[config.mk]
export PLATFORM = sky130hd
export DESIGN_NAME = cph_isqrt_pipe
export DESIGN_NICKNAME = d
export VERILOG_FILES = /design/src/rtl/cph_isqrt_pipe.sv
export SDC_FILE = /design/constraint.sdc
export NUM_CORES = 2
export LEC_CHECK = 0
export BUFFER_PORTS_ARGS = -buffer_cell sky130_fd_sc_hd__buf_2
export CAP_MARGIN = 20
export CORE_MARGIN = 2
export CORE_UTILIZATION = 65
export CTS_BUF_LIST = sky130_fd_sc_hd__clkbuf_2
export DETAILED_ROUTE_END_ITERATION = 10
export PLACE_DENSITY = 0.84
export SLEW_MARGIN = 0
export SYNTH_ARGS = -nofsm -noshare
export SYNTH_HDL_FRONTEND = slang
export SYNTH_SLANG_ARGS = --single-unit
[constraint.sdc]
create_clock -name clock -period 4.2 [get_ports clock]
set_clock_uncertainty 0.15 [all_clocks]
set_input_delay 0.42 -clock clock [delete_from_list [all_inputs] [get_ports clock]]
set_output_delay 0.42 -clock clock [all_outputs]
set_load 0.02 [all_outputs]
[src/rtl/cph_isqrt_pipe.sv]
module cph_isqrt_pipe #(
   parameter int LANES = 2,
   parameter int RW    = 33,
   parameter int QW    = 17,
   parameter int TAG_W = 3
) (
   input  logic                       clock,
   input  logic                       reset,
   input  logic                       en,
   input  logic                       vld_i,
   input  logic [LANES-1:0][RW-1:0]   rad_i,
   input  logic [TAG_W-1:0]           tag_i,
   output logic                       vld_o,
   output logic [LANES-1:0][QW-1:0]   root_o,
   output logic [TAG_W-1:0]           tag_o
);

   localparam int TW = RW + 2;

   logic                     vld_ff  [QW];
   logic [TAG_W-1:0]         tag_ff  [QW];
   logic [LANES-1:0][RW-1:0] rem_ff  [QW];
   logic [LANES-1:0][QW-1:0] root_ff [QW];

   // one root bit per stage, most significant first
   for (genvar s = 0; s < QW; s++) begin : g_stage
      localparam int B = QW - 1 - s;

      logic                     vld_src;
      logic [TAG_W-1:0]         tag_src;
      logic [LANES-1:0][RW-1:0] rem_src;
      logic [LANES-1:0][QW-1:0] root_src;
      logic [LANES-1:0][RW-1:0] rem_nx;
      logic [LANES-1:0][QW-1:0] root_nx;

      if (s == 0) begin : g_head
         assign vld_src  = vld_i;
         assign tag_src  = tag_i;
         assign rem_src  = rad_i;
         assign root_src = '0;
      end else begin : g_body
         assign vld_src  = vld_ff[s-1];
         assign tag_src  = tag_ff[s-1];
         assign rem_src  = rem_ff[s-1];
         assign root_src = root_ff[s-1];
      end

      for (genvar l = 0; l < LANES; l++) begin : g_lane
         logic [TW-1:0] term;
         logic          take;
         assign term = (TW'(root_src[l]) << (B + 1)) + (TW'(1) << (2 * B));
         assign take = TW'(rem_src[l]) >= term;
         assign rem_nx[l]  = take ? RW'(TW'(rem_src[l]) - term) : rem_src[l];
         assign root_nx[l] = take ? (root_src[l] | (QW'(1) << B)) : root_src[l];
      end

      always_ff @(posedge clock) begin
         if (reset) begin
            vld_ff[s] <= 1'b0;
         end else if (en) begin
            vld_ff[s] <= vld_src;
         end
      end

      always_ff @(posedge clock) begin
         if (en) begin
            tag_ff[s]  <= tag_src;
            rem_ff[s]  <= rem_nx;
            root_ff[s] <= root_nx;
         end
      end
   end

   assign vld_o  = vld_ff[QW-1];
   assign root_o = root_ff[QW-1];
   assign tag_o  = tag_ff[QW-1];

endmodule

==> flow_summary.toml <==
[drt]
vias = 41800
dr_wl_met2_um = 68700
wl_met1_um = 47700
wl_um = 131000
dr.max_layer_used = "met4"
drtIter0Drc = 3065
firstDrtPassIters = 9
route.detailed.drc = 1
ant_nets = 0
wl_met3_um = 5980
wl_per_cell_um = 18.2
via_per_inst = 5.80

[floorplan]
die_width_um = 323
dieArea_sq_mm = 0.104
rows = 116
start_util_pct = 65.7
num_io_pins = 111
die_h_um = 323
core_sq_mm = 0.100

[clock_tree]
cts_buffers = 351
htreeDepth = 5
ctsRootBufferMaster = "clkbuf_2"
ctsLongestPathBuffers = 4
path_clk_slew_ns = 0.16
cts_setup_buffers = 0
cts.sinks = 1430
cts_tree = "yes"
clock_latency_ns = 1.65

[global_routing]
grt_overflow = 0
grt_pass1_wl_um = 211000
antenna_found_initial = 2
grt_usage_pct = 25.7
grt_pass1_vias = 42500
grt_max_degree = 154

[synth]
synthDistinctLibCells = 91
synth_top_cell_area_share_pct = 65.1
ys_seq_area_share_pct = 65.1
synth_seq_cells = 1430
ys_warn_count = 0
async_flop_share_pct = 0
synth-main-ff-cell = "edfxtp_1"
synth_top_area_cell = "edfxtp_1"
postSynthAreaPerCell_sq_um = 13.3
synthCells = 4967
synth_edf_count = 1430
synth_area_leaders = "edfxtp_1, ha_1, xor2_1"
synth_area_sq_mm = 0.0660

[finish]
final_nets = 6018
fin_area_sq_mm = 0.0737
final_cell_mix = "edfxtp_1, clkbuf_2, inv_1"
stdcell_count = 7210
syn2layout_area_growth_pct = 11.7
mostFrequentLayoutCell = "edfxtp_1"
drive_gt1_share_pct = 12.7

[worst_setup_path]
worstPathRequired_ns = 5.27
worst_setup_path_start_kind = "flop"
worst-r2r-setup-slack_ns = 0.69
cp-end-kind = "flop"
path_max_fanout = 6
critPathKind = "flop to flop"
arrival_ns = 4.59

[placed_design]
placed_area_sq_mm = 0.0684
routabilityCongestion = 0.933
dpl.cell_count = 6399
io_buffers = 110
dp_hpwl_um = 85600

[status]
violations = "DRC"
status = "finished, violations left"

[power_and_ir_drop]
power_leakage_nw = 28.8
power.density_mw_per_mm2 = 471
ir_drop_mv = 0.406

[sta]
worst_slew_pin_slew_ns = 1.00
setup_viol = 0
maxSlewViolCount = 0
max_freq_ghz = 0.285
finalHoldViolCount = 0
rsz0062_at_grt = "no"
finalCritPeriodShare_pct = 83.7
relSlewSlack_pct = 33.3
min_period_ns = 3.51
finalSetupTns_ns = 0

[min_path]
hold_path_class = "flop to flop"

[run]
drv_cap = 0
registers in the layout, summed over array words and instances, names as in the netlist:
name	count
tag_ff	51
root_ff	306
rem_ff	1056
vld_ff	17
logic make-up after synthesis:
| family | count (synthesis) | share of synthesized area (%) |
|---|---|---|
| multiplexers | 53 | 0.895 |
| buffers and inverters | 488 | 2.82 |
| AO/OA/AOI/OAI | 911 | 8.76 |
| flip-flops | 1430 | 65.1 |
| XOR/XNOR | 397 | 5.27 |
| other | 1 | 0.00568 |
| adder cells (fa/ha/maj) | 334 | 6.36 |
| AND/OR/NAND/NOR | 1353 | 10.8 |
stage by stage:
step / util (%) / hold WS, ns / power, mW / worst slack (ns)
2_1_floorplan: - / 0.250 / 23.7 / 1.12
3_3_place_gp: 68.1 / 0.251 / 25.4 / 0.809
3_5_place_dp: 68.1 / 0.255 / 25.7 / 0.700
4_1_cts: 73.4 / 0.192 / 34.6 / 0.679
5_1_grt: 73.4 / 0.224 / 36.6 / 0.440
6_report: 73.4 / 0.232 / 34.7 / 0.686
metal layers:
layer | track usage [%] | up-vias
met2 | 46.9 | 1469
met1 | 26.9 | 19700
li1 | - | 20200
met5 | 0 | -
met4 | 17.5 | 0
met3 | 4.36 | 450
report_power, final:
part,switching [mW],internal (mW)
Clock,5.33,3.64
Combinational,3.65,2.87
Sequential,1.25,18.0
Total,10.2,24.5
final cells by class:
class,instances,area [sq um]
Sequential cell,1430,42900
Multi-Input combinational cell,3050,21200
Fill cell,6403,26700
Antenna cell,7,17.5
Inverter,410,1540
Timing Repair Buffer,368,3190
Tap cell,1357,1700
Clock inverter,95,619
Clock buffer,493,2470
what timing repair did:
action,CTS,global route
endpoints found under the hold margin,1516,0
hold buffers,216,0
gates resized for setup,0,0
worst paths after layout:
kind                                  endpoint  depth (start not counted)      startpoint
worst min register to register  rem_ff[0][116]                          0   rem_ff[0][50]
worst max register to register  rem_ff[0][719]                          8  rem_ff[0][642]
worst min-delay path            rem_ff[0][116]                          0   rem_ff[0][50]
worst max-delay path            rem_ff[0][719]                          8  rem_ff[0][642]
cell usage after synthesis, types with 42 or more instances:
library cell and instances:
nand2_1 303, inv_1 397, nor2b_1 42, ha_1 332, xor2_1 200, edfxtp_1 1430, nor4_1 155, a21o_1 87
a21oi_1 230, or3_1 46, xnor2_1 197, o21ai_1 116, nor3_1 126, o21a_1 84, nand2b_1 46, clkbuf_1 60
o21ai_0 142, nand4_1 76, nor2_1 269, nand3_1 64
worst max-delay path: stages, from the launching register on:
cell,delay (ns)
edfxtp_1,0.42
ha_1,0.40
or4b_1,0.45
or4_1,0.60
o21ai_1,0.27
a211oi_2,0.08
a211oi_2,0.44
o211ai_1,0.16
a22o_1,0.20
(Power assumes the default switching activity.)
