File: src/rtl/cph_div_pipe.sv
module cph_div_pipe #(
   parameter int NW    = 18,
   parameter int QB    = 16,
   parameter int PAY_W = 1
) (
   input  logic             clock,
   input  logic             reset,
   input  logic             en,
   input  logic             vld_i,
   input  logic [NW-1:0]    num_i,
   input  logic [NW-1:0]    den_i,
   input  logic [PAY_W-1:0] pay_i,
   output logic             vld_o,
   output logic [QB-1:0]    quo_o,
   output logic [PAY_W-1:0] pay_o
);

   logic             vld_ff [QB];
   logic [NW-1:0]    rem_ff [QB];
   logic [NW-1:0]    den_ff [QB];
   logic [QB-1:0]    quo_ff [QB];
   logic [PAY_W-1:0] pay_ff [QB];

   // one quotient bit per stage, restoring form
   for (genvar s = 0; s < QB; s++) begin : g_stage
      logic             vld_src;
      logic [NW-1:0]    rem_src;
      logic [NW-1:0]    den_src;
      logic [QB-1:0]    quo_src;
      logic [PAY_W-1:0] pay_src;
      logic [NW:0]      shifted;
      logic             take;

      if (s == 0) begin : g_head
         assign vld_src = vld_i;
         assign rem_src = num_i;
         assign den_src = den_i;
         assign quo_src = '0;
         assign pay_src = pay_i;
      end else begin : g_body
         assign vld_src = vld_ff[s-1];
         assign rem_src = rem_ff[s-1];
         assign den_src = den_ff[s-1];
         assign quo_src = quo_ff[s-1];
         assign pay_src = pay_ff[s-1];
      end

      assign shifted = {rem_src, 1'b0};
      assign take    = shifted >= {1'b0, den_src};

      always_ff @(posedge clock) begin
         if (reset) begin
            vld_ff[s] <= 1'b0;
         end else if (en) begin
            vld_ff[s] <= vld_src;
         end
      end

      always_ff @(posedge clock) begin
         if (en) begin
            rem_ff[s] <= take ? NW'(shifted - {1'b0, den_src}) : NW'(shifted);
            den_ff[s] <= den_src;
            quo_ff[s] <= {quo_src[QB-2:0], take};
            pay_ff[s] <= pay_src;
         end
      end
   end

   assign vld_o = vld_ff[QB-1];
   assign quo_o = quo_ff[QB-1];
   assign pay_o = pay_ff[QB-1];

endmodule

File: config.mk
export PLATFORM = sky130hd
export DESIGN_NAME = cph_div_pipe
export DESIGN_NICKNAME = d
export VERILOG_FILES = /design/src/rtl/cph_div_pipe.sv
export SDC_FILE = /design/constraint.sdc
export NUM_CORES = 1
export LEC_CHECK = 0
export BUFFER_PORTS_ARGS = -buffer_cell sky130_fd_sc_hd__buf_2
export CORE_ASPECT_RATIO = 1.2
export CORE_UTILIZATION = 64
export DETAILED_ROUTE_END_ITERATION = 10
export HOLD_SLACK_MARGIN = 0.08
export PLACE_DENSITY = 0.81
export REMOVE_ABC_BUFFERS = 1
export SYNTH_ARGS = -nofsm -noshare
export SYNTH_HDL_FRONTEND = slang
export SYNTH_SLANG_ARGS = --single-unit
File: constraint.sdc
create_clock -name clock -period 3.9 [get_ports clock]
set_input_delay 0.195 -clock clock [delete_from_list [all_inputs] [get_ports clock]]
set_output_delay 0.195 -clock clock [all_outputs]
set_load 0.01 [all_outputs]
==> impl_metrics.json, run 1 <==
{
  "antenna_cells": 0,
  "worst-slew-pin-transition_ns": 1.09,
  "grt_first_pass_wirelength_um": 123000,
  "grt.busiest_layer": "met2",
  "arrival_ns": 3.89,
  "cts-htree-levels": 3,
  "maxCapViolations": 0,
  "power_leakage_nw": 17.1,
  "mappedNetlistArea_sq_um": 38100,
  "cellPowerDensity_nw_per_um2": 770,
  "drive_gt1_share_pct": 11.4,
  "final.setup_skew_ns": 0.0188,
  "timing.final.setup_violations": 0,
  "grt_remaining_overflow": 0,
  "met1_usage_pct": 20.6,
  "class_of_the_most_critical_setup_path": "flip-flop to flip-flop",
  "final_util_pct": 71.8,
  "layout.nets": 3636,
  "totalPowerFinal_mw": 32.4,
  "library_cell_used_as_clock_root_buffer": "sky130_fd_sc_hd__clkbuf_16",
  "cts_buffers": 70,
  "place.port_buffers": 58,
  "detail-route-antenna-nets": 0,
  "place_congestion": 0.951,
  "critical_path.cell_chain": "ha_1 > nor2b_1 > o21a_1 > o21ai_0 > a31oi_1 > a211oi_1 > o21bai_2 > buf_12 > mux2_2",
  "initial_utilization_pct": 65.1,
  "final_layout_setup_total_negative_slack_ns": 0,
  "total_vias_in_the_final_route": 24600,
  "setup.worst_path.start_class": "flip-flop",
  "max-slew-margin-rel_pct": 25.4,
  "final_period_minus_worst_setup_slack_ns": 3.52,
  "slew_violations": 0,
  "synth_ff_type": "sky130_fd_sc_hd__edfxtp_1",
  "grt_start_max_net_pins": 113,
  "grt_util_met2_pct": 53.8,
  "yosysWarningCount": 0,
  "min_path_type": "primary input to flip-flop",
  "stdcell_count": 4139,
  "clock_latency_ns": 0.62,
  "detail_route.wl_per_cell_um": 18.7,
  "ys_seq_elements": 708,
  "timing.critical_path.slowest_stage_cell": "sky130_fd_sc_hd__a211oi_1",
  "worstPathRequired_ns": 4.27,
  "std_cell_rows": 97,
  "finalHoldViolations": 0,
  "drcViolationCount": 0,
  "timing.fmax_mhz": 284,
  "synth-edff-count": 708,
  "number_of_global_route_vias_before_repair": 26300,
  "ff2ff_setup_slack_ns": 0.38,
  "timing.critical_path.fanout_max": 25,
  "cpPeakStageDelay_ns": 0.76,
  "finalHoldWorstSlack_ns": 0.184,
  "dp.cells": 3975,
  "ys_async_sr_fraction_pct": 0,
  "cts.clk_slew.worst_paths_ns": 0.06,
  "initial_drt_pass_iterations": 7,
  "fp.dieArea_sq_um": 60600,
  "grt_antenna_before_repair": 0,
  "tritoncts": "yes",
  "die_w_um": 225,
  "unrepaired_setup_endpoints_after_global_routing": "no",
  "drt-initial-drc-count": 1366,
  "cts_num_sinks": 708,
  "post_synth_inst_count": 3140,
  "area_delta_synth_final_pct": 10.4,
  "fp.coreArea_sq_um": 58600,
  "layout.filler_cells": 3789,
  "synth.distinct_cells": 83,
  "hpwlAfterDp_um": 56800,
  "fp.dieH_um": 269,
  "top_level_ports": 59,
  "via_per_inst": 5.94,
  "totalWireLength_um": 77200,
  "part_of_the_yosys_area_used_for_sequential_elements_pct": 55.7,
  "worst_ir_drop_vdd_mv": 0.358,
  "global_route.usage.met3_pct": 2.94,
  "end_kind": "flip-flop",
  "outcome": "completed",
  "final_min_period_over_clock_period_pct": 90.3,
  "path_buf_inv": 1,
  "syn_avg_cell_area_sq_um": 12.1,
  "grt_util_all_layers_pct": 25.6,
  "cp_top_family": "compound AO/OA/AOI/OAI gates",
  "clock_path_buffers": 3
}
routing by layer:
metal  vias to the layer above  wire [um]
li1                      11900          -
met1                     11800      23900
met2                       598      45700
met3                       283       2080
met4                         0       5450
met5                         -          0
timing repair:
action                                 CTS  global route
buffers inserted                         0             0
gates resized for setup                  0             2
setup endpoints to repair                0            22
endpoints found under the hold margin   39             0
hold buffers                            38             0
synth_stat cells (7+ instances only):
master,n,area (sq um)
sky130_fd_sc_hd__xnor2_1,125,1090
sky130_fd_sc_hd__a211oi_1,37,278
sky130_fd_sc_hd__o21ai_0,149,746
sky130_fd_sc_hd__o31ai_1,16,120
sky130_fd_sc_hd__a21o_1,92,691
sky130_fd_sc_hd__mux2i_1,13,130
sky130_fd_sc_hd__o22ai_1,8,50.1
sky130_fd_sc_hd__o21a_1,39,293
sky130_fd_sc_hd__inv_1,356,1340
sky130_fd_sc_hd__a41oi_1,7,61.3
sky130_fd_sc_hd__ha_1,287,3590
sky130_fd_sc_hd__nand4_1,25,156
sky130_fd_sc_hd__clkbuf_1,37,139
sky130_fd_sc_hd__a21oi_1,235,1180
sky130_fd_sc_hd__xor2_1,66,578
sky130_fd_sc_hd__a31oi_1,37,231
sky130_fd_sc_hd__nor4b_1,10,87.6
sky130_fd_sc_hd__nor3_1,26,130
sky130_fd_sc_hd__nand2b_1,32,200
sky130_fd_sc_hd__nand3b_1,11,82.6
sky130_fd_sc_hd__and2_1,29,181
sky130_fd_sc_hd__nand2_1,143,537
sky130_fd_sc_hd__and3_1,19,119
sky130_fd_sc_hd__mux2_2,147,1660
sky130_fd_sc_hd__mux2_4,8,120
sky130_fd_sc_hd__o21bai_1,36,270
sky130_fd_sc_hd__or4_1,7,52.6
sky130_fd_sc_hd__o31a_1,8,70.1
sky130_fd_sc_hd__a21boi_0,13,97.6
sky130_fd_sc_hd__nor2b_1,40,250
sky130_fd_sc_hd__a22oi_1,8,60.1
sky130_fd_sc_hd__edfxtp_1,708,21300
sky130_fd_sc_hd__buf_2,8,40.0
sky130_fd_sc_hd__fa_1,15,300
sky130_fd_sc_hd__nand3_1,36,180
sky130_fd_sc_hd__o211ai_1,9,67.6
sky130_fd_sc_hd__nor2_1,178,668
state kept, by name, summed over array words and instances (netlist names):
name and count:
den_ff 270, pay_ff 16, quo_ff 136, rem_ff 270, vld_ff 16
path summary, 6_finish.rpt:
path                                   start                      end  cells past startpoint
setup / recovery  rem_ff[4][0]$_SDFFCE_PN0P_  rem_ff[4][24]$_DFFE_PP_                      9
hold reg to reg       pay_ff[0][1]$_DFFE_PP_   pay_ff[0][2]$_DFFE_PP_                      0
hold / removal                         reset   vld_ff[0][3]$_DFFE_PP_                      3
setup reg to reg  rem_ff[4][0]$_SDFFCE_PN0P_  rem_ff[4][24]$_DFFE_PP_                      9
layout by cell type (no fill, tap or decap), types with 15 or more instances in the layout:
cell type,count
sky130_fd_sc_hd__and3_1,19
sky130_fd_sc_hd__o21bai_1,30
sky130_fd_sc_hd__fa_1,15
sky130_fd_sc_hd__inv_1,356
sky130_fd_sc_hd__nor3_1,26
sky130_fd_sc_hd__nand2b_1,32
sky130_fd_sc_hd__a211oi_1,37
sky130_fd_sc_hd__o21ai_0,149
sky130_fd_sc_hd__nand4_1,25
sky130_fd_sc_hd__mux2_2,147
sky130_fd_sc_hd__clkbuf_1,23
sky130_fd_sc_hd__dlygate4sd3_1,38
sky130_fd_sc_hd__a31oi_1,35
sky130_fd_sc_hd__o31ai_1,16
sky130_fd_sc_hd__xor2_1,66
sky130_fd_sc_hd__buf_4,31
sky130_fd_sc_hd__a21o_1,92
sky130_fd_sc_hd__nand3_1,36
sky130_fd_sc_hd__edfxtp_1,708
sky130_fd_sc_hd__a21oi_1,235
sky130_fd_sc_hd__clkbuf_16,71
sky130_fd_sc_hd__buf_2,57
sky130_fd_sc_hd__ha_1,287
sky130_fd_sc_hd__nor2b_1,40
sky130_fd_sc_hd__nor2_1,178
sky130_fd_sc_hd__o21a_1,39
sky130_fd_sc_hd__nand2_1,143
sky130_fd_sc_hd__and2_1,29
sky130_fd_sc_hd__xnor2_1,125
cell families (layout without fill, tap and decap cells):
| logic type | count (synthesis) | count (layout) | synth area share [%] |
|---|---|---|---|
| AOI/OAI and AO/OA | 763 | 763 | 12.7 |
| DFF | 708 | 708 | 55.7 |
| and+or+nand+nor | 598 | 598 | 7.79 |
| buffers and inverters | 410 | 617 | 4.15 |
| adders and majority gates | 302 | 302 | 10.2 |
| xor gates and xnor gates | 191 | 191 | 4.39 |
| muxes | 168 | 168 | 5.00 |
worst min-delay path: stages:
cell and delay [ns]:
sky130_fd_sc_hd__buf_2 0.08, sky130_fd_sc_hd__nor2b_1 0.14, sky130_fd_sc_hd__and2_1 0.20
where the power goes:
group	switching, mW	total (mW)	internal, mW
Clock	2.85	6.31	3.46
Combinational	7.74	14.2	6.50
Sequential	0.885	11.9	11.0
Total	11.5	32.4	21.0
per-stage QoR:
step                      area, sq um  setup WS (ns)
after floorplan                 37900          0.328
after global placement          39600          0.345
after detailed placement        39600          0.253
after CTS                       42100          0.185
after global routing            42100          0.199
final                           42100          0.378
layout make-up:
type	instances	area, sq um	area share [%]
well taps	792	991	2.35
inverters	356	1340	3.17
repair buffers	135	1070	2.55
multi-input cells	2022	15300	36.4
clock buffers	94	1860	4.42
flip-flops and latches	708	21300	50.5
clock inverters	32	245	0.582
Power figures use the tool's default switching activity.
==> run 2, diff against run 1 <==
--- a/config.mk
+++ b/config.mk
@@ -7,10 +7,10 @@
 export LEC_CHECK = 0
 export BUFFER_PORTS_ARGS = -buffer_cell sky130_fd_sc_hd__buf_2
 export CORE_ASPECT_RATIO = 1.2
-export CORE_UTILIZATION = 64
+export CORE_UTILIZATION = 52
 export DETAILED_ROUTE_END_ITERATION = 10
 export HOLD_SLACK_MARGIN = 0.08
-export PLACE_DENSITY = 0.81
+export PLACE_DENSITY = 0.68
 export REMOVE_ABC_BUFFERS = 1
 export SYNTH_ARGS = -nofsm -noshare
 export SYNTH_HDL_FRONTEND = slang
==> run 2 against run 1 <==
Against the previous run:
- sequential share of layout area fell by 0.67 points
- register-to-register slack got worse by 0.05 ns
- count of clock-buffer cells in the layout shrank 1
- setup slack worse by 0.053 ns
- first-iteration DRC count fell by 15%
- critical endpoint is now rem_ff[1][30]$_DFFE_PP_
- final cell count rose by 3.6%
- non-clock buffer count fell by 3
- utilization down 13 points
- clock skew grew 0.0051 ns
- sequential power hardly changed
- combinational power is essentially flat
==> impl_metrics.json, run 2 (synthesis results as in run 1) <==
{
  "final_cell_mix": "sky130_fd_sc_hd__edfxtp_1, sky130_fd_sc_hd__inv_1, sky130_fd_sc_hd__ha_1, sky130_fd_sc_hd__a21oi_1, sky130_fd_sc_hd__nor2_1",
  "timing.final.setup_violations": 0,
  "min_path_type": "primary input to flip-flop",
  "final_min_period_over_clock_period_pct": 91.7,
  "grt.busiest_layer": "met2",
  "hpwlAfterDp_um": 59100,
  "via_per_inst": 5.73,
  "final_layout_setup_total_negative_slack_ns": 0,
  "layout.filler_cells": 5681,
  "drt-initial-drc-count": 1155,
  "tritoncts": "yes",
  "multi_input_comb_area_sq_um": 15300,
  "cp_top_family": "compound AO/OA/AOI/OAI gates",
  "timing.critical_path.slowest_stage_cell": "sky130_fd_sc_hd__or4_1",
  "fp.dieArea_sq_um": 74500,
  "cellPowerDensity_nw_per_um2": 782,
  "cts_buffers": 75,
  "fp.coreArea_sq_um": 72400,
  "antenna_cells": 0,
  "critical_path.cell_chain": "ha_1 > a211oi_1 > o21bai_1 > o21ai_0 > a21boi_0 > o21ai_1 > a21oi_1 > or4_1 > mux2_2",
  "outcome": "completed",
  "detail_route.wl_per_cell_um": 18.5,
  "class_of_the_most_critical_setup_path": "flip-flop to flip-flop",
  "end_kind": "flip-flop",
  "slew_violations": 0,
  "initial_utilization_pct": 52.7,
  "worstPathRequired_ns": 4.26,
  "placed_area_sq_um": 39800,
  "maxCapViolations": 0,
  "unrepaired_setup_endpoints_after_global_routing": "no",
  "final.setup_skew_ns": 0.0239,
  "totalWireLength_um": 79500,
  "grt_first_pass_wirelength_um": 127000,
  "place_congestion": 0.987,
  "cts_num_sinks": 708,
  "register_area_sq_um": 21300,
  "power_leakage_nw": 17.3,
  "dp.cells": 4116,
  "clock_path_buffers": 3,
  "top_regs": "den_ff (270), rem_ff (270), quo_ff (136)",
  "grt_start_max_net_pins": 118,
  "grt_util_met2_pct": 46.9,
  "grt_util_all_layers_pct": 21.6,
  "grt_remaining_overflow": 0,
  "global_route.usage.met3_pct": 2.70,
  "max-slew-margin-rel_pct": 28.3,
  "std_cell_rows": 108,
  "worst_ir_drop_vdd_mv": 0.369,
  "drive_gt1_share_pct": 11.8,
  "cts-htree-levels": 3,
  "grt_antenna_before_repair": 0,
  "finalHoldWorstSlack_ns": 0.0897,
  "place.port_buffers": 58,
  "top_level_ports": 59,
  "cpPeakStageDelay_ns": 0.82,
  "clock_latency_ns": 0.63,
  "setup.worst_path.start_class": "flip-flop",
  "cts.repair_timing.setup_buffer_count": 0,
  "fp.dieH_um": 299,
  "totalPowerFinal_mw": 33.4,
  "total_vias_in_the_final_route": 24600,
  "initial_drt_pass_iterations": 5,
  "library_cell_used_as_clock_root_buffer": "sky130_fd_sc_hd__clkbuf_16",
  "met1_usage_pct": 16.8,
  "detail-route-antenna-nets": 0,
  "final_area_sq_um": 42700,
  "mostFrequentLayoutCell": "sky130_fd_sc_hd__edfxtp_1",
  "stdcell_count": 4287,
  "cts.clk_slew.worst_paths_ns": 0.06,
  "finalHoldViolations": 0,
  "die_w_um": 249,
  "layout.nets": 3638,
  "timing.critical_path.fanout_max": 19,
  "arrival_ns": 3.94,
  "path_buf_inv": 0,
  "area_delta_synth_final_pct": 11.9,
  "number_of_global_route_vias_before_repair": 26600,
  "final_period_minus_worst_setup_slack_ns": 3.57,
  "worst-slew-pin-transition_ns": 1.05,
  "timing.fmax_mhz": 280,
  "drcViolationCount": 0
}
-- run 2: final timing paths --
kind	cells past startpoint	slack, ns	startpoint	to
setup / recovery	9	0.33	rem_ff[1][3]$_DFFE_PP_	rem_ff[1][30]$_DFFE_PP_
hold / removal	1	0.09	en	den_ff[0][17]$_DFFE_PP_
setup reg to reg	9	0.33	rem_ff[1][3]$_DFFE_PP_	rem_ff[1][30]$_DFFE_PP_
hold reg to reg	0	0.41	quo_ff[1][50]$_DFFE_PP_	quo_ff[1][67]$_DFFE_PP_
-- run 2: stage by stage --
stage | setup slack [ns] | util, %
CTS | 0.147 | 58.9
detailed placement | 0.167 | 55.0
finish | 0.325 | 58.9
global placement | 0.291 | 55.0
floorplan | 0.328 | -
global route | 0.0322 | 58.9
-- run 2: worst register-to-register path, stage by stage (launching register included) --
cell	delay, ns
sky130_fd_sc_hd__edfxtp_1	0.39
sky130_fd_sc_hd__ha_1	0.38
sky130_fd_sc_hd__a211oi_1	0.24
sky130_fd_sc_hd__o21bai_1	0.14
sky130_fd_sc_hd__o21ai_0	0.41
sky130_fd_sc_hd__a21boi_0	0.17
sky130_fd_sc_hd__o21ai_1	0.24
sky130_fd_sc_hd__a21oi_1	0.09
sky130_fd_sc_hd__or4_1	0.82
sky130_fd_sc_hd__mux2_2	0.44
-- run 2: cell type report --
| type | instances | area share [%] |
|---|---|---|
| Sequential cell | 708 | 49.8 |
| Multi-Input combinational cell | 2022 | 35.9 |
| Clock buffer | 93 | 4.56 |
| Inverter | 356 | 3.13 |
| Tap cell | 935 | 2.74 |
| Timing Repair Buffer | 132 | 2.54 |
| Clock inverter | 41 | 1.28 |
-- run 2: routing by layer --
metal | vias to the layer above | part of all wire, %
li1 | 11900 | -
met1 | 11900 | 31
met2 | 495 | 61
met3 | 268 | 2.6
met4 | 0 | 6.4
met5 | - | 0
-- run 2: power by group --
group	leakage [nW]	internal, mW	switching (mW)
sequential	6.92	11.0	0.893
clock	1.21	4.26	3.03
combinational	9.18	6.51	7.70
-- run 2: what timing repair did --
action                     4_1_cts  5_1_grt
resized for setup                0        1
setup endpoints to repair        0        7
hold buffers                    37        0
hold endpoints to repair        38        0
==> run 3, diff against run 2 <==
--- a/config.mk
+++ b/config.mk
@@ -8,6 +8,7 @@
 export BUFFER_PORTS_ARGS = -buffer_cell sky130_fd_sc_hd__buf_2
 export CORE_ASPECT_RATIO = 1.2
 export CORE_UTILIZATION = 52
+export CTS_BUF_LIST = sky130_fd_sc_hd__clkbuf_16
 export DETAILED_ROUTE_END_ITERATION = 10
 export HOLD_SLACK_MARGIN = 0.08
 export PLACE_DENSITY = 0.68
==> run 3 against run 2 <==
Against the previous run:
- combinational power about the same
- sequential share of layout area unchanged
- hold slack worse by 0.0015 ns
- design area unchanged
- critical path type unchanged
- global-route usage about the same
- total power fell by 0.13%
- non-clock buffer count stayed put
- highest routed layer unchanged
- largest power group unchanged
==> impl_metrics.json, run 3 (synthesis results as in run 1) <==
{
  "library_cell_used_as_clock_root_buffer": "sky130_fd_sc_hd__clkbuf_16",
  "switchingPower_mw": 11.6,
  "drt-initial-drc-count": 1157,
  "outcome": "completed",
  "worstReg2RegEnd": "rem_ff[1][30]$_DFFE_PP_",
  "tritoncts": "yes",
  "max-slew-margin-rel_pct": 28.3,
  "timing.rr.start": "rem_ff[1][3]$_DFFE_PP_",
  "cts-htree-levels": 3,
  "setup.worst_path.start_class": "flip-flop",
  "top_level_ports": 59,
  "grt_remaining_overflow": 0,
  "clock_path_buffers": 3,
  "rr_worst_depth": 9,
  "class_of_the_most_critical_setup_path": "flip-flop to flip-flop",
  "cp-startpoint": "rem_ff[1][3]$_DFFE_PP_",
  "place_congestion": 0.987,
  "power.sequential.fraction_pct": 35.7,
  "worstPathRequired_ns": 4.26,
  "cts.repair_timing.setup_buffer_count": 0,
  "grt_first_pass_wirelength_um": 127000,
  "drive_gt1_share_pct": 11.8,
  "grt_antenna_before_repair": 0,
  "fp.dieH_um": 299,
  "cts.clk_slew.worst_paths_ns": 0.06,
  "comb_power_share_pct": 42.6,
  "arrival_ns": 3.92,
  "final_util_pct": 58.9,
  "critical_path.cell_chain": "ha_1 > a211oi_1 > o21bai_1 > o21ai_0 > a21boi_0 > o21ai_1 > a21oi_1 > or4_1 > mux2_2",
  "worst_setup_path_endpoint": "rem_ff[1][30]$_DFFE_PP_",
  "top_regs": "den_ff (270), rem_ff (270), quo_ff (136)",
  "totalWireLength_um": 79500,
  "ff2ff_setup_slack_ns": 0.34,
  "power_leakage_nw": 17.4,
  "p_clk_share_pct": 21.7,
  "via_per_inst": 5.73,
  "register_area_sq_um": 21300,
  "grt_util_all_layers_pct": 21.6,
  "number_of_global_route_vias_before_repair": 26600,
  "finalHoldViolations": 0,
  "detail_route.wl_per_cell_um": 18.5,
  "final_period_minus_worst_setup_slack_ns": 3.56,
  "mostFrequentLayoutCell": "sky130_fd_sc_hd__edfxtp_1",
  "finalHoldWorstSlack_ns": 0.0881,
  "internal_power_mw": 21.7,
  "die_w_um": 249,
  "stdcell_count": 4287,
  "final.setup_skew_ns": 0.0240,
  "hpwlAfterDp_um": 59100,
  "cpPeakStageDelay_ns": 0.82,
  "timing.critical_path.slowest_stage_cell": "sky130_fd_sc_hd__or4_1",
  "final_cell_mix": "sky130_fd_sc_hd__edfxtp_1, sky130_fd_sc_hd__inv_1, sky130_fd_sc_hd__ha_1, sky130_fd_sc_hd__a21oi_1, sky130_fd_sc_hd__nor2_1",
  "layout.nets": 3638,
  "cts_buffers": 75,
  "unrepaired_setup_endpoints_after_global_routing": "no",
  "multi_input_comb_area_sq_um": 15300,
  "grt_start_max_net_pins": 118,
  "layout.filler_cells": 5681,
  "end_kind": "flip-flop",
  "worst_ir_drop_vdd_mv": 0.369,
  "fp.dieArea_sq_um": 74500,
  "min_path_type": "primary input to flip-flop",
  "total_vias_in_the_final_route": 24600,
  "initial_utilization_pct": 52.7,
  "timing.final.setup_violations": 0,
  "initial_drt_pass_iterations": 5,
  "timing.critical_path.fanout_max": 19,
  "cellPowerDensity_nw_per_um2": 781,
  "place.port_buffers": 58,
  "area_delta_synth_final_pct": 11.9,
  "timing.final.ws_setup_ns": 0.336,
  "slew_violations": 0,
  "worst-slew-pin-transition_ns": 1.05,
  "antenna_cells": 0,
  "cts_num_sinks": 708,
  "drcViolationCount": 0,
  "final_min_period_over_clock_period_pct": 91.4,
  "fp.coreArea_sq_um": 72400,
  "clock_latency_ns": 0.63,
  "setup_slack_after_placement_ns": 0.167,
  "std_cell_rows": 108,
  "timing.fmax_mhz": 281,
  "maxCapViolations": 0,
  "switching_share_pct": 34.8,
  "final_layout_setup_total_negative_slack_ns": 0,
  "dp.cells": 4116,
  "detail-route-antenna-nets": 0
}
-- run 3: area by class of cell --
class | count | share of cell area [%]
sequential | 708 | 49.8
timing repair buffer | 132 | 2.54
clock buffer | 75 | 4.40
multi-input combinational | 2022 | 35.9
tap | 935 | 2.74
clock inverter | 59 | 1.44
inverter | 356 | 3.13
-- run 3: critical path, delay by kind of cell (launching register included) --
kind | cells | cell delay, ns
AO/OA/AOI/OAI | 6 | 1.29
AND/OR/NAND/NOR | 1 | 0.82
multiplexers | 1 | 0.43
flip-flops | 1 | 0.39
adder cells (fa/ha/maj) | 1 | 0.38
-- run 3: metrics by stage --
stage	total power, mW	cell area [sq um]
after floorplan	22.3	37900
after global placement	25.5	39800
after detailed placement	26.1	39800
after CTS	33.5	42700
after global routing	35.4	42700
final	33.4	42700
-- run 3: how the worst min path moves through the flow --
stage | slack (ns) | to | cells after the start | start
floorplan | 0.29 | den_ff[0][0]$_DFFE_PP_ | 0 | den_i[0]
global placement | 0.38 | pay_ff[0][0]$_DFFE_PP_ | 1 | pay_i
detailed placement | 0.39 | pay_ff[0][0]$_DFFE_PP_ | 1 | pay_i
CTS | 0.10 | den_ff[0][17]$_DFFE_PP_ | 1 | en
global route | 0.12 | den_ff[0][17]$_DFFE_PP_ | 1 | en
finish | 0.09 | den_ff[0][17]$_DFFE_PP_ | 1 | en
-- run 3: metal layers --
| metal | GRT usage (%) | share of wire (%) | vias up |
|---|---|---|---|
| met5 | 0 | 0 | - |
| met4 | 14.4 | 6.4 | 0 |
| met1 | 16.8 | 30 | 12000 |
| met3 | 2.70 | 2.5 | 268 |
| met2 | 46.9 | 61 | 494 |
| li1 | - | - | 11900 |
-- run 3: repair_timing --
item | 4_1_cts | 5_1_grt
endpoints found under the setup margin | 0 | 7
resized for setup | 0 | 1
hold endpoints to repair | 38 | 0
hold buffers | 37 | 0
-- run 3: power groups by stage --
stage,clock [mW],sequential [mW],combinational [mW]
5_1_grt,7.69,12.1,15.6
3_5_place_dp,0,12.0,14.0
6_report,7.24,11.9,14.2
3_3_place_gp,0,12.0,13.5
4_1_cts,7.41,11.9,14.2
2_1_floorplan,0,11.7,10.6
